`src/rtl/nifd_pkg.sv`:
```
// Shared types and constants for the NEC IR frame decoder.
// No dependencies; imported by the front, queue, back and top modules.
`default_nettype none

package nifd_pkg;

  localparam int unsigned NUM_WIN   = 5;
  localparam int unsigned WIN_W     = 32;
  localparam int unsigned CFG_IDX_W = 3;
  localparam int unsigned TICK_W    = 16;

  // Register indexes of the window registers
  localparam logic [CFG_IDX_W-1:0] REG_LEADER = 3'd0;
  localparam logic [CFG_IDX_W-1:0] REG_FRAME  = 3'd1;
  localparam logic [CFG_IDX_W-1:0] REG_REPEAT = 3'd2;
  localparam logic [CFG_IDX_W-1:0] REG_ONE    = 3'd3;
  localparam logic [CFG_IDX_W-1:0] REG_SHORT  = 3'd4;

  // Window reset values
  localparam logic [WIN_W-1:0] RST_LEADER = 32'd655368000;
  localparam logic [WIN_W-1:0] RST_FRAME  = 32'd327684000;
  localparam logic [WIN_W-1:0] RST_REPEAT = 32'd170395500;
  localparam logic [WIN_W-1:0] RST_ONE    = 32'd124519800;
  localparam logic [WIN_W-1:0] RST_SHORT  = 32'd52429100;

  // Data phase: number of edges that make up one byte
  localparam logic [4:0] EDGES_PER_BYTE = 5'd16;

  typedef enum logic [2:0] {
    PH_IDLE   = 3'd0,
    PH_LEADER = 3'd1,
    PH_SPACE  = 3'd2,
    PH_DATA   = 3'd3,
    PH_END    = 3'd4
  } phase_e;

  typedef enum logic [2:0] {
    EV_IDLE    = 3'd0,
    EV_LEADER  = 3'd1,
    EV_FRAME   = 3'd2,
    EV_REPEAT  = 3'd3,
    EV_LONG    = 3'd4,
    EV_SHORT   = 3'd5,
    EV_UNKNOWN = 3'd6
  } event_e;

  typedef enum logic {
    OP_EDGE    = 1'b0,
    OP_RELEASE = 1'b1
  } op_e;

  typedef struct packed {
    logic [WIN_W-1:0] leader;
    logic [WIN_W-1:0] frame;
    logic [WIN_W-1:0] rpt;
    logic [WIN_W-1:0] one;
    logic [WIN_W-1:0] short_w;
  } windows_t;

  // Classified item passed from front to back
  typedef struct packed {
    op_e    op;
    event_e ev;
  } item_t;

  // Queue handshake between front, queue and back
  typedef struct packed {
    logic  valid;
    item_t item;
  } push_t;

endpackage

`default_nettype wire

```
`src/rtl/nifd_if.sv`:
```
// Stream interfaces for the NEC IR frame decoder input and result channels.
// Standalone; used by the top level and the front and back modules.
`default_nettype none

interface nifd_in_if;
  logic        valid;
  logic        ready;
  logic        operation;
  logic [15:0] interval;

  modport source (output valid, output operation, output interval, input ready);
  modport sink   (input valid, input operation, input interval, output ready);
endinterface

interface nifd_out_if;
  logic       valid;
  logic       ready;
  logic       frame_ready;
  logic [7:0] address_byte;
  logic [7:0] command_byte;
  logic       is_repeat;
  logic       fault;
  logic [2:0] fault_state;
  logic [2:0] fault_event;

  modport source (output valid, output frame_ready, output address_byte,
                  output command_byte, output is_repeat, output fault,
                  output fault_state, output fault_event, input ready);
  modport sink   (input valid, input frame_ready, input address_byte,
                  input command_byte, input is_repeat, input fault,
                  input fault_state, input fault_event, output ready);
endinterface

`default_nettype wire

```
`src/rtl/nifd_front.sv`:
```
// Front end: accepts input items and sorts the interval into a window class.
// Depends on nifd_pkg and nifd_in_if.
`default_nettype none

module nifd_front
  import nifd_pkg::*;
(
  nifd_in_if.sink    in_s,
  input  windows_t   win_i,
  input  logic       q_ready_i,
  output push_t      push_o
);

  function automatic logic in_win(logic [WIN_W-1:0] w, logic [TICK_W-1:0] t);
    return (t >= w[TICK_W-1:0]) && (t <= w[WIN_W-1:TICK_W]);
  endfunction

  event_e ev;

  // Sort into the first matching window, in priority order
  always_comb begin
    priority if (in_win(win_i.leader, in_s.interval)) begin
      ev = EV_LEADER;
    end else if (in_win(win_i.frame, in_s.interval)) begin
      ev = EV_FRAME;
    end else if (in_win(win_i.rpt, in_s.interval)) begin
      ev = EV_REPEAT;
    end else if (in_win(win_i.one, in_s.interval)) begin
      ev = EV_LONG;
    end else if (in_win(win_i.short_w, in_s.interval)) begin
      ev = EV_SHORT;
    end else begin
      ev = EV_UNKNOWN;
    end
  end

  assign in_s.ready      = q_ready_i;
  assign push_o.valid    = in_s.valid & q_ready_i;
  assign push_o.item.op  = op_e'(in_s.operation);
  assign push_o.item.ev  = ev;

endmodule

`default_nettype wire

```
`src/rtl/nifd_queue.sv`:
```
// Short queue of classified items between front and back.
// Depends on nifd_pkg.
`default_nettype none

module nifd_queue
  import nifd_pkg::*;
#(
  parameter int unsigned DEPTH = 2
) (
  input  logic   clk_i,
  input  logic   rst_ni,
  input  push_t  push_i,
  output logic   ready_o,
  output push_t  head_o,
  input  logic   pop_i
);

  localparam int unsigned PTR_W = (DEPTH > 1) ? $clog2(DEPTH) : 1;
  localparam int unsigned CNT_W = $clog2(DEPTH + 1);
  localparam logic [PTR_W-1:0] LAST = PTR_W'(DEPTH - 1);
  localparam logic [CNT_W-1:0] FULL = CNT_W'(DEPTH);

  item_t             mem_q [DEPTH];
  logic [PTR_W-1:0]  wr_ptr_q, wr_ptr_d, rd_ptr_q, rd_ptr_d;
  logic [CNT_W-1:0]  cnt_q, cnt_d;
  logic              do_pop;

  assign ready_o     = (cnt_q != FULL);
  assign head_o.valid = (cnt_q != '0);
  assign head_o.item  = mem_q[rd_ptr_q];
  assign do_pop       = pop_i & head_o.valid;

  // Advance pointers and count
  always_comb begin
    wr_ptr_d = wr_ptr_q;
    rd_ptr_d = rd_ptr_q;
    cnt_d    = cnt_q;
    if (push_i.valid) begin
      wr_ptr_d = (wr_ptr_q == LAST) ? '0 : wr_ptr_q + 1'b1;
    end
    if (do_pop) begin
      rd_ptr_d = (rd_ptr_q == LAST) ? '0 : rd_ptr_q + 1'b1;
    end
    unique case ({push_i.valid, do_pop})
      2'b10:   cnt_d = cnt_q + 1'b1;
      2'b01:   cnt_d = cnt_q - 1'b1;
      default: cnt_d = cnt_q;
    endcase
  end

  always_ff @(posedge clk_i or negedge rst_ni) begin
    if (!rst_ni) begin
      wr_ptr_q <= '0;
      rd_ptr_q <= '0;
      cnt_q    <= '0;
    end else begin
      wr_ptr_q <= wr_ptr_d;
      rd_ptr_q <= rd_ptr_d;
      cnt_q    <= cnt_d;
    end
  end

  // Store entries
  always_ff @(posedge clk_i) begin
    if (push_i.valid) begin
      mem_q[wr_ptr_q] <= push_i.item;
    end
  end

endmodule

`default_nettype wire

```
`src/rtl/nifd_back.sv`:
```
// Back end: runs the frame state machine and registers one result per item.
// Depends on nifd_pkg and nifd_out_if.
`default_nettype none

module nifd_back
  import nifd_pkg::*;
(
  input  logic        clk_i,
  input  logic        rst_ni,
  input  push_t       head_i,
  output logic        pop_o,
  nifd_out_if.source  out_s
);

  phase_e      phase_q, phase_d;
  logic        ready_q, ready_d;
  logic        repeat_q, repeat_d;
  logic [7:0]  addr_q, addr_d, cmd_q, cmd_d;
  logic [7:0]  prior_addr_q, prior_addr_d, prior_cmd_q, prior_cmd_d;
  logic [4:0]  ecnt_q, ecnt_d;
  logic [7:0]  shift_q, shift_d;
  logic        inv_q, inv_d;
  logic        on_cmd_q, on_cmd_d;

  logic        fault;
  phase_e      fault_ph;
  event_e      fault_ev;
  event_e      ev;
  logic [4:0]  ecnt_inc;
  logic [7:0]  shifted, held;
  logic        bit_ok;

  // Output register
  logic        ovalid_q;
  logic        o_ready_q, o_repeat_q, o_fault_q;
  logic [7:0]  o_addr_q, o_cmd_q;
  logic [2:0]  o_fst_q, o_fev_q;

  assign pop_o = head_i.valid & (~ovalid_q | out_s.ready);

  assign ev       = (phase_q == PH_IDLE) ? EV_IDLE : head_i.item.ev;
  assign ecnt_inc = ecnt_q + 1'b1;
  assign shifted  = {shift_q[6:0], (ev == EV_LONG)};
  assign bit_ok   = (ev == EV_LONG) || (ev == EV_SHORT);
  assign held     = on_cmd_q ? cmd_q : addr_q;

  // Next state of the frame machine for the item at the queue head
  always_comb begin
    phase_d      = phase_q;
    ready_d      = ready_q;
    repeat_d     = repeat_q;
    addr_d       = addr_q;
    cmd_d        = cmd_q;
    prior_addr_d = prior_addr_q;
    prior_cmd_d  = prior_cmd_q;
    ecnt_d       = ecnt_q;
    shift_d      = shift_q;
    inv_d        = inv_q;
    on_cmd_d     = on_cmd_q;
    fault        = 1'b0;
    fault_ph     = PH_IDLE;
    fault_ev     = EV_IDLE;

    if (head_i.item.op == OP_RELEASE) begin
      fault = 1'b0;
    end else if (ready_q) begin
      fault = 1'b0;
    end else begin
      unique case (phase_q)
        PH_IDLE: begin
          phase_d = PH_LEADER;
        end
        PH_LEADER: begin
          if (ev == EV_LEADER) phase_d = PH_SPACE;
          else                 fault   = 1'b1;
        end
        PH_SPACE: begin
          if (ev == EV_FRAME) begin
            phase_d  = PH_DATA;
            on_cmd_d = 1'b0;
            inv_d    = 1'b0;
            ecnt_d   = '0;
            shift_d  = '0;
          end else if (ev == EV_REPEAT) begin
            phase_d  = PH_END;
            addr_d   = prior_addr_q;
            cmd_d    = prior_cmd_q;
            repeat_d = 1'b1;
          end else begin
            fault = 1'b1;
          end
        end
        PH_DATA: begin
          ecnt_d = ecnt_inc;
          if (ecnt_inc >= EDGES_PER_BYTE) begin
            // Eighth bit: store the byte or check it against its inverse
            if (!bit_ok) begin
              fault = 1'b1;
            end else if (!inv_q) begin
              inv_d = 1'b1;
              if (on_cmd_q) cmd_d  = shifted;
              else          addr_d = shifted;
            end else if ((held & shifted) == 8'h00) begin
              inv_d = 1'b0;
              if (!on_cmd_q) on_cmd_d = 1'b1;
              else           phase_d  = PH_END;
            end else begin
              fault = 1'b1;
            end
            ecnt_d  = '0;
            shift_d = '0;
          end else if (!ecnt_inc[0]) begin
            shift_d = shifted;
            if (!bit_ok) fault = 1'b1;
          end
        end
        PH_END: begin
          if (ev == EV_SHORT) ready_d = 1'b1;
          else                fault   = 1'b1;
        end
        default: begin
          fault = 1'b1;
        end
      endcase
    end

    if (fault) begin
      fault_ph = phase_q;
      fault_ev = ev;
    end

    // Restart on release or on a protocol error
    if ((head_i.item.op == OP_RELEASE) || fault) begin
      phase_d      = PH_IDLE;
      ready_d      = 1'b0;
      repeat_d     = 1'b0;
      prior_addr_d = addr_q;
      prior_cmd_d  = cmd_q;
      addr_d       = '0;
      cmd_d        = '0;
    end
  end

  // Frame state registers
  always_ff @(posedge clk_i or negedge rst_ni) begin
    if (!rst_ni) begin
      phase_q      <= PH_IDLE;
      ready_q      <= 1'b0;
      repeat_q     <= 1'b0;
      addr_q       <= '0;
      cmd_q        <= '0;
      prior_addr_q <= '0;
      prior_cmd_q  <= '0;
      ecnt_q       <= '0;
      shift_q      <= '0;
      inv_q        <= 1'b0;
      on_cmd_q     <= 1'b0;
    end else if (pop_o) begin
      phase_q      <= phase_d;
      ready_q      <= ready_d;
      repeat_q     <= repeat_d;
      addr_q       <= addr_d;
      cmd_q        <= cmd_d;
      prior_addr_q <= prior_addr_d;
      prior_cmd_q  <= prior_cmd_d;
      ecnt_q       <= ecnt_d;
      shift_q      <= shift_d;
      inv_q        <= inv_d;
      on_cmd_q     <= on_cmd_d;
    end
  end

  // Hold the result until taken
  always_ff @(posedge clk_i or negedge rst_ni) begin
    if (!rst_ni) begin
      ovalid_q <= 1'b0;
    end else if (pop_o) begin
      ovalid_q <= 1'b1;
    end else if (out_s.ready) begin
      ovalid_q <= 1'b0;
    end
  end

  always_ff @(posedge clk_i) begin
    if (pop_o) begin
      o_ready_q  <= ready_d;
      o_addr_q   <= addr_d;
      o_cmd_q    <= cmd_d;
      o_repeat_q <= repeat_d;
      o_fault_q  <= fault;
      o_fst_q    <= fault_ph;
      o_fev_q    <= fault_ev;
    end
  end

  assign out_s.valid        = ovalid_q;
  assign out_s.frame_ready  = o_ready_q;
  assign out_s.address_byte = o_addr_q;
  assign out_s.command_byte = o_cmd_q;
  assign out_s.is_repeat    = o_repeat_q;
  assign out_s.fault        = o_fault_q;
  assign out_s.fault_state  = o_fst_q;
  assign out_s.fault_event  = o_fev_q;

endmodule

`default_nettype wire

```
`src/rtl/nec_ir_frame_decoder_top.sv`:
```
// NEC IR frame decoder: one result per input item, accepted one per cycle
// while the queue has room. The queue stores the item at acceptance and the
// output register takes its result when the back end pops it from the queue.
// Throughput: one item per cycle while the result side keeps taking results.
// Reset: async active low; windows take defaults; frame state, queue pointers, output valid clear.
// Depends on nifd_pkg, nifd_if, nifd_front, nifd_queue, nifd_back.
`default_nettype none

module nec_ir_frame_decoder_top
  import nifd_pkg::*;
#(
  parameter int unsigned QUEUE_DEPTH = 2
) (
  input  logic                  clk_i,
  input  logic                  rst_ni,
  input  logic                  cfg_we_i,
  input  logic [CFG_IDX_W-1:0]  cfg_idx_i,
  input  logic [WIN_W-1:0]      cfg_wdata_i,
  nifd_in_if.sink               in_i,
  nifd_out_if.source            out_o
);

  windows_t win_q;
  push_t    push;
  push_t    head;
  logic     q_ready;
  logic     pop;

  // Window registers
  always_ff @(posedge clk_i or negedge rst_ni) begin
    if (!rst_ni) begin
      win_q.leader  <= RST_LEADER;
      win_q.frame   <= RST_FRAME;
      win_q.rpt     <= RST_REPEAT;
      win_q.one     <= RST_ONE;
      win_q.short_w <= RST_SHORT;
    end else if (cfg_we_i) begin
      unique case (cfg_idx_i)
        REG_LEADER: win_q.leader  <= cfg_wdata_i;
        REG_FRAME:  win_q.frame   <= cfg_wdata_i;
        REG_REPEAT: win_q.rpt     <= cfg_wdata_i;
        REG_ONE:    win_q.one     <= cfg_wdata_i;
        REG_SHORT:  win_q.short_w <= cfg_wdata_i;
        default:    win_q         <= win_q;
      endcase
    end
  end

  nifd_front u_front (
    .in_s      (in_i),
    .win_i     (win_q),
    .q_ready_i (q_ready),
    .push_o    (push)
  );

  nifd_queue #(
    .DEPTH (QUEUE_DEPTH)
  ) u_queue (
    .clk_i   (clk_i),
    .rst_ni  (rst_ni),
    .push_i  (push),
    .ready_o (q_ready),
    .head_o  (head),
    .pop_i   (pop)
  );

  nifd_back u_back (
    .clk_i  (clk_i),
    .rst_ni (rst_ni),
    .head_i (head),
    .pop_o  (pop),
    .out_s  (out_o)
  );

endmodule

`default_nettype wire

```
`src/flat_wrapper.sv`:
```
// flat-port wrapper written by rule: the top's interface ports become plain ports
module nec_ir_frame_decoder_top_flat import nifd_pkg::*;
#(
  parameter int unsigned QUEUE_DEPTH = 2
)
  (clk_i, rst_ni, cfg_we_i, cfg_idx_i, cfg_wdata_i, in_i_valid, in_i_operation, in_i_interval, in_i_ready, out_o_valid, out_o_frame_ready, out_o_address_byte, out_o_command_byte, out_o_is_repeat, out_o_fault, out_o_fault_state, out_o_fault_event, out_o_ready);
  nifd_in_if in_i_i ();
  nifd_out_if out_o_i ();
  input  logic clk_i;
  input  logic rst_ni;
  input  logic cfg_we_i;
  input  logic [CFG_IDX_W-1:0] cfg_idx_i;
  input  logic [WIN_W-1:0] cfg_wdata_i;
  input wire logic [$bits(in_i_i.valid)-1:0] in_i_valid;
  input wire logic [$bits(in_i_i.operation)-1:0] in_i_operation;
  input wire logic [$bits(in_i_i.interval)-1:0] in_i_interval;
  output wire logic [$bits(in_i_i.ready)-1:0] in_i_ready;
  output wire logic [$bits(out_o_i.valid)-1:0] out_o_valid;
  output wire logic [$bits(out_o_i.frame_ready)-1:0] out_o_frame_ready;
  output wire logic [$bits(out_o_i.address_byte)-1:0] out_o_address_byte;
  output wire logic [$bits(out_o_i.command_byte)-1:0] out_o_command_byte;
  output wire logic [$bits(out_o_i.is_repeat)-1:0] out_o_is_repeat;
  output wire logic [$bits(out_o_i.fault)-1:0] out_o_fault;
  output wire logic [$bits(out_o_i.fault_state)-1:0] out_o_fault_state;
  output wire logic [$bits(out_o_i.fault_event)-1:0] out_o_fault_event;
  input wire logic [$bits(out_o_i.ready)-1:0] out_o_ready;
  assign in_i_i.valid = in_i_valid;
  assign in_i_i.operation = in_i_operation;
  assign in_i_i.interval = in_i_interval;
  assign in_i_ready = in_i_i.ready;
  assign out_o_valid = out_o_i.valid;
  assign out_o_frame_ready = out_o_i.frame_ready;
  assign out_o_address_byte = out_o_i.address_byte;
  assign out_o_command_byte = out_o_i.command_byte;
  assign out_o_is_repeat = out_o_i.is_repeat;
  assign out_o_fault = out_o_i.fault;
  assign out_o_fault_state = out_o_i.fault_state;
  assign out_o_fault_event = out_o_i.fault_event;
  assign out_o_i.ready = out_o_ready;
  nec_ir_frame_decoder_top #(.QUEUE_DEPTH(QUEUE_DEPTH)) u_core (.clk_i(clk_i), .rst_ni(rst_ni), .cfg_we_i(cfg_we_i), .cfg_idx_i(cfg_idx_i), .cfg_wdata_i(cfg_wdata_i), .in_i(in_i_i), .out_o(out_o_i));
endmodule
```
`config.mk`:
```
export PLATFORM = sky130hd
export DESIGN_NAME = nec_ir_frame_decoder_top_flat
export DESIGN_NICKNAME = d
export VERILOG_FILES = /design/src/rtl/nifd_pkg.sv /design/src/rtl/nifd_if.sv /design/src/rtl/nifd_front.sv /design/src/rtl/nifd_queue.sv /design/src/rtl/nifd_back.sv /design/src/rtl/nec_ir_frame_decoder_top.sv /design/src/flat_wrapper.sv
export SDC_FILE = /design/constraint.sdc
export NUM_CORES = 1
export LEC_CHECK = 0
export BUFFER_PORTS_ARGS = -buffer_cell sky130_fd_sc_hd__buf_2
export CAP_MARGIN = 20
export CORE_ASPECT_RATIO = 0.75
export CORE_MARGIN = 3
export CORE_UTILIZATION = 62
export CTS_BUF_LIST = sky130_fd_sc_hd__clkbuf_16
export DETAILED_ROUTE_END_ITERATION = 12
export GPL_ROUTABILITY_DRIVEN = 0
export PLACE_DENSITY = 0.81
export SLEW_MARGIN = 25
export SYNTH_ARGS = -nofsm -noshare
export SYNTH_HDL_FRONTEND = slang
export SYNTH_HIERARCHICAL = 1
export SYNTH_SLANG_ARGS = --single-unit
```
`constraint.sdc`:
```
create_clock -name clk_i -period 3.3 [get_ports clk_i]
set_input_delay 0.33 -clock clk_i [delete_from_list [all_inputs] [get_ports clk_i]]
set_output_delay 0.33 -clock clk_i [all_outputs]
set_load 0.05 [all_outputs]
```
==> flow_summary.yaml, run 1 <==
setup_path:
  path_max_fanout: 16
  cp-start-kind: "flop"
  cp.arrival_ps: 3490
  crit_type: "flop to flop"
  r2r_cells: 7
  end_kind: "flop"
  critical_path_required_ps: 3710
route:
  drc: 0
  via_per_inst: 6.19
  drtIter0Drc: 1124
  wl_um: 34500
  wl_per_cell_um: 20.2
  vias: 10600
  dr.pass1.iters: 6
  drtAntennaViolNets: 0
sta:
  fin_crit_ps: 3080
  fmax_mhz: 324
  hold_viol: 0
  grt_setup_unrepaired: "false"
  tightest_slew_ps: 852
  fin_tns_setup_ps: 0
  skew_ps: 13.9
  setup_viol: 0
  relSlewSlack: 0.427
  drv_slew: 0
  period_share: 0.934
synthesis:
  synthesis.instances: 1301
  yosys.area.top_type: "dfrtp_1"
  synth_cell_types: 84
  synth_area_leaders: "dfrtp_1 28%, ha_1 14%, mux2_2 12%"
  synth_seq_cells: 249
  ys.flop_type: "dfrtp_1"
  avgSynthCellArea_um2: 11.2
  yosysSeqAreaShare: 0.445
  async_flop_share: 0.867
  synth-edff-count: 33
  syn_area_mm2: 0.0145
  yosysTopAreaCellShare: 0.281
  synth_warnings: 6
  syn_nets: 1520
grt:
  grt_max_degree: 98
  grt_antenna_before_repair: 0
  grt_pass1_vias: 10700
  grt_util_all_layers: 0.271
  grt_overflow: 0
  grt_pass1_wl_um: 56100
floorplanning:
  core_mm2: 0.0225
  dieArea_mm2: 0.0253
  start_util: 0.645
  die_h_um: 139
  die_w_um: 183
  pin_count: 84
  fp-row-count: 47
pwr:
  p_leak_nw: 7.59
  p_per_area_mw_per_mm2: 691
  power_mw: 11.1
  ir_drop_mv: 0.452
clocking:
  insertion_delay_ps: 520
  cts_root_buffer: "clkbuf_16"
  cts_tree: "yes"
  cts_buffers: 25
  h-tree-depth: 1
  clock-sinks: 249
  clk_pin_slew_ps: 60
  cts_max_path_buffers: 3
  cts_resized: 0
layout:
  finish.net_count: 1614
  syn2layout_area_growth_pct: 10.6
  final.fill_count: 1627
  drive_gt1_frac: 0.269
  antenna_cells: 0
  postLayoutCoreUtil: 0.714
place:
  hpwlAfterDp_um: 24200
  port-buffer-count: 83
job:
  maxCapViolCount: 0
outcome:
  status: "finished, final reports clean"
min_path:
  hp-class: "input port to flop"
  whs_path_depth: 1
==> report_power, final <==
part	internal (mW)	leakage [nW]	switching, mW
sequential	3.98	2.93	0.440
combinational	1.53	4.26	2.45
clock	1.53	0.403	1.18
==> final cells by class <==
| class | count | area, um2 | area share |
|---|---|---|---|
| well taps | 294 | 368 | 0.0229 |
| repair buffers | 109 | 647 | 0.0402 |
| flip-flops and latches | 249 | 6460 | 0.402 |
| clock inverters | 21 | 149 | 0.00926 |
| clock buffers | 25 | 626 | 0.0389 |
| multi-input cells | 839 | 7190 | 0.447 |
| inverters | 171 | 642 | 0.0399 |
==> critical path, cell delays in order, from the launching register on <==
cell,delay [ps]
dfrtp_1,440
mux2_1,490
or3b_1,420
a221o_1,360
a221oi_2,460
o41ai_4,190
nand2_4,230
mux2_2,360
==> Yosys cell counts, types with 26 or more instances <==
library cell / number
o21ai_0: 44
nand2_1: 61
inv_1: 171
dfrtp_1: 163
nand4_1: 26
a21oi_1: 78
mux2_2: 160
dfstp_2: 53
nor2_1: 52
ha_1: 162
edfxtp_1: 33
==> kinds of logic after synthesis <==
| family | after synthesis | synth area share |
|---|---|---|
| AO/OA/AOI/OAI | 246 | 0.115 |
| XOR/XNOR | 6 | 0.00362 |
| adder cells (fa/ha/maj) | 162 | 0.139 |
| buffers and inverters | 213 | 0.0640 |
| flip-flops | 249 | 0.445 |
| multiplexers | 186 | 0.144 |
| AND/OR/NAND/NOR | 239 | 0.0890 |
==> registers in the layout, summed over array words and instances, names as in the netlist, 2 cells and up <==
register and cells:
u_core/u_back/addr_q 8, u_core/u_back/prior_addr_q 8, u_core/u_back/phase_q 3, u_core/u_queue/mem_q 8, u_core/u_back/cmd_q 8, u_core/u_back/prior_cmd_q 8, u_core/u_queue/cnt_q 2, u_core/u_back/out_s.command_byte 8
u_core/u_back/out_s.address_byte 8, u_core/u_back/ecnt_q 5, u_core/u_back/shift_q 7, u_core/u_back/out_s.fault_event 3, u_core/win_q 160, u_core/u_back/out_s.fault_state 3
==> stage by stage <==
stage	setup slack (ps)	cells	area, um2	hold WS, ps
final	216	1708	16100	23.5
after global placement	355	1661	15300	469
after CTS	234	1708	16100	4.55
after global routing	12.1	1708	16100	0.0492
after floorplan	459	1301	14500	34.4
after detailed placement	246	1661	15300	470
==> cells in the final DEF, fill, tap and decap left out, drive strengths merged, types with 33 or more instances in the layout <==
master / count
mux2: 180
inv: 177
dfrtp: 163
ha: 162
buf: 107
a21oi: 78
nand2: 63
dfstp: 53
nor2: 52
o21ai: 45
edfxtp: 33
==> layer usage <==
metal,global-route usage,wire length [um]
met2,0.410,15400
met3,0.0522,2880
met4,0.0577,619
met1,0.411,15600
met5,0,0
==> repair_timing <==
item	in CTS	in global routing
hold endpoints to repair	67	0
hold buffers	1	0
buffers inserted	0	0
==> path summary, 6_finish.rpt <==
kind,endpoint,slack (ps),startpoint
setup / recovery,u_core/u_back/prior_addr_q[3]$_DFFE_PN0P_,220,u_core/u_queue/rd_ptr_q$_DFFE_PN0P_
hold / removal,u_core/u_queue/mem_q[0][3]$_DFFE_PP_,20,in_i_operation
setup reg to reg,u_core/u_back/prior_addr_q[3]$_DFFE_PN0P_,220,u_core/u_queue/rd_ptr_q$_DFFE_PN0P_
hold reg to reg,u_core/win_q[20]$_DFFE_PN0P_,490,u_core/win_q[20]$_DFFE_PN0P_
max in group asynchronous,u_core/win_q[124]$_DFFE_PN1P_,1990,rst_ni
min in group asynchronous,u_core/win_q[41]$_DFFE_PN0P_,460,rst_ni
Power figures use the tool's default switching activity.
==> inputs of run 2 (changes only) <==
--- a/config.mk
+++ b/config.mk
@@ -5,7 +5,7 @@
 export SDC_FILE = /design/constraint.sdc
 export NUM_CORES = 1
 export LEC_CHECK = 0
-export BUFFER_PORTS_ARGS = -buffer_cell sky130_fd_sc_hd__buf_2
+export BUFFER_PORTS_ARGS = -buffer_cell sky130_fd_sc_hd__clkbuf_2
 export CAP_MARGIN = 20
 export CORE_ASPECT_RATIO = 0.75
 export CORE_MARGIN = 3
==> run 2 against run 1 <==
Utilization barely moved. Sequential share of layout area about the same. Worst hold slack gained 74 ps. Die area did not move. Clock power is essentially flat. Combinational power about the same. Critical endpoint is now u_core/u_back/addr_q[2]$_DFFE_PN0P_. Clock-buffer cell count rose by 1. Final cell count about the same. Power increased by 0.16%.
==> flow_summary.yaml, run 2 (synthesis gave the netlist of run 1 again) <==
layout:
  antenna_cells: 0
  largest_register_ff_count: 160
  top_register: "u_core/win_q"
  postLayoutCoreUtil: 0.714
  finalNonFillerCells: 1709
  drive_gt1_frac: 0.268
  syn2layout_area_growth_pct: 10.6
  finish.net_count: 1615
  mostFrequentLayoutCell: "inv_1"
  layout_common_cells: "179 x inv_1, 163 x dfrtp_1, 162 x ha_1, 160 x mux2_2, 82 x clkbuf_2"
clocking:
  cts_max_path_buffers: 3
  cts_resized: 0
  cts_tree: "yes"
  cts_root_buffer: "clkbuf_16"
  cts_buffers: 25
  clock-sinks: 249
  insertion_delay_ps: 530
  clk_pin_slew_ps: 60
  cts_setup_buffers: 0
  h-tree-depth: 1
grt:
  grt_util_all_layers: 0.274
  grt_max_degree: 96
  use_met3: 0.0485
  grt_busiest_layer: "met2"
  use_met1: 0.405
  grt_util_met2: 0.427
  grt_overflow: 0
  grt_pass1_vias: 10700
  grt_antenna_before_repair: 0
  grt_pass1_wl_um: 56200
pwr:
  power_mw: 11.1
  ir_drop_mv: 0.434
  p_leak_nw: 7.61
  p_per_area_mw_per_mm2: 692
sta:
  fin_crit_ps: 3120
  period_share: 0.944
  skew_ps: 22.2
  fmax_mhz: 321
  setup_viol: 0
  fin_tns_setup_ps: 0
  relSlewSlack: 0.396
  grt_setup_unrepaired: "false"
  drv_slew: 0
  tightest_slew_ps: 898
  hold_viol: 0
  fin_ws_ps: 184
floorplanning:
  die_h_um: 139
  dieArea_mm2: 0.0253
  fp-row-count: 47
  core_mm2: 0.0225
  start_util: 0.645
  die_w_um: 183
  pin_count: 84
route:
  wl_um: 35000
  dr.pass1.iters: 6
  vias: 10600
  drtAntennaViolNets: 0
  via_per_inst: 6.22
  drtIter0Drc: 992
  wl_per_cell_um: 20.5
  drc: 0
place:
  dpl_worst_slack_ps: 219
  port-buffer-count: 83
  hpwlAfterDp_um: 24400
  placed_cells: 1661
setup_path:
  path_depth: 7
  critical_path_buf_inv_count: 0
  ff2ff_setup_slack_ps: 180
  crit_type: "flop to flop"
  r2r_cells: 7
  path_max_fanout: 12
  cpPeakStageDelay_ps: 680
  cp_slowest_cell: "nor2_1"
  reg2reg_from: "u_core/u_queue/rd_ptr_q$_DFFE_PN0P_"
  cp.arrival_ps: 3480
  cp_top_family: "simple AND/OR/NAND/NOR gates"
  worstPathCellList: "mux2_1, nand2b_1, nor4_4, nor4b_4, o41a_1, nor2_1, a211oi_1"
  timing.rr.end: "u_core/u_back/addr_q[2]$_DFFE_PN0P_"
  critical_path_required_ps: 3670
  cp-start-kind: "flop"
  end_kind: "flop"
job:
  maxCapViolCount: 0
min_path:
  min_from: "out_o_ready"
  whs_path_depth: 3
  hp-class: "input port to flop"
  whs_endpoint: "u_core/u_back/out_s.valid$_DFFE_PN0P_"
outcome:
  status: "finished, final reports clean"
run 2: cell count changes in the layout (fill, tap and decap cells not counted), sizes merged:
| cell | before | now |
|---|---|---|
| dlygate4sd3 | 1 | 2 |
| clkinv | 12 | 8 |
| bufinv | 2 | 1 |
| buf | 107 | 25 |
| clkbuf | 26 | 109 |
| inv | 177 | 181 |
run 2: layout make-up:
type | count | area, um2
timing repair buffer | 110 | 644
clock inverter | 20 | 121
multi-input combinational | 839 | 7190
inverter | 171 | 642
tap | 294 | 368
clock buffer | 26 | 651
sequential | 249 | 6460
fill | 1586 | 6450
run 2: worst min-delay path, stage by stage:
cell      delay (ps)
clkbuf_2          70
nand2b_1         120
nand2_1           60
run 2: report_power, final:
part	internal [mW]	switching (mW)	leakage, nW	total (mW)
sequential	3.98	0.451	2.93	4.43
combinational	1.53	2.46	4.27	4.00
clock	1.50	1.20	0.408	2.70
run 2: how the worst max path moves through the flow:
stage	startpoint	slack (ps)	endpoint
6_report	u_core/u_queue/rd_ptr_q$_DFFE_PN0P_	180	u_core/u_back/addr_q[2]$_DFFE_PN0P_
3_5_place_dp	u_core/u_queue/rd_ptr_q$_DFFE_PN0P_	220	u_core/u_back/prior_addr_q[4]$_DFFE_PN0P_
4_1_cts	u_core/u_queue/rd_ptr_q$_DFFE_PN0P_	200	u_core/u_back/out_s.address_byte[0]$_DFFE_PP_
2_1_floorplan	u_core/u_back/out_s.valid$_DFFE_PN0P_	460	u_core/u_queue/cnt_q[1]$_DFFE_PN0P_
5_1_grt	u_core/u_queue/rd_ptr_q$_DFFE_PN0P_	40	u_core/u_back/out_s.address_byte[6]$_DFFE_PP_
3_3_place_gp	u_core/u_queue/rd_ptr_q$_DFFE_PN0P_	370	u_core/u_back/prior_addr_q[3]$_DFFE_PN0P_
run 2: per-layer routing:
metal	part of all wire	vias to the layer above
met4	0.021	0
met5	0	-
li1	-	4871
met1	0.45	5253
met2	0.45	433
met3	0.083	74
run 2: what timing repair did:
action                     4_1_cts  5_1_grt
setup endpoints to repair        0        0
hold buffers                     2        0
hold endpoints to repair        49        0
run 2: metrics by stage:
step                area [um2]  hold slack (ps)
floorplan                14500             34.4
global placement         15300              370
detailed placement       15300              367
CTS                      16100             85.1
global route             16100             95.8
finish                   16100             97.5
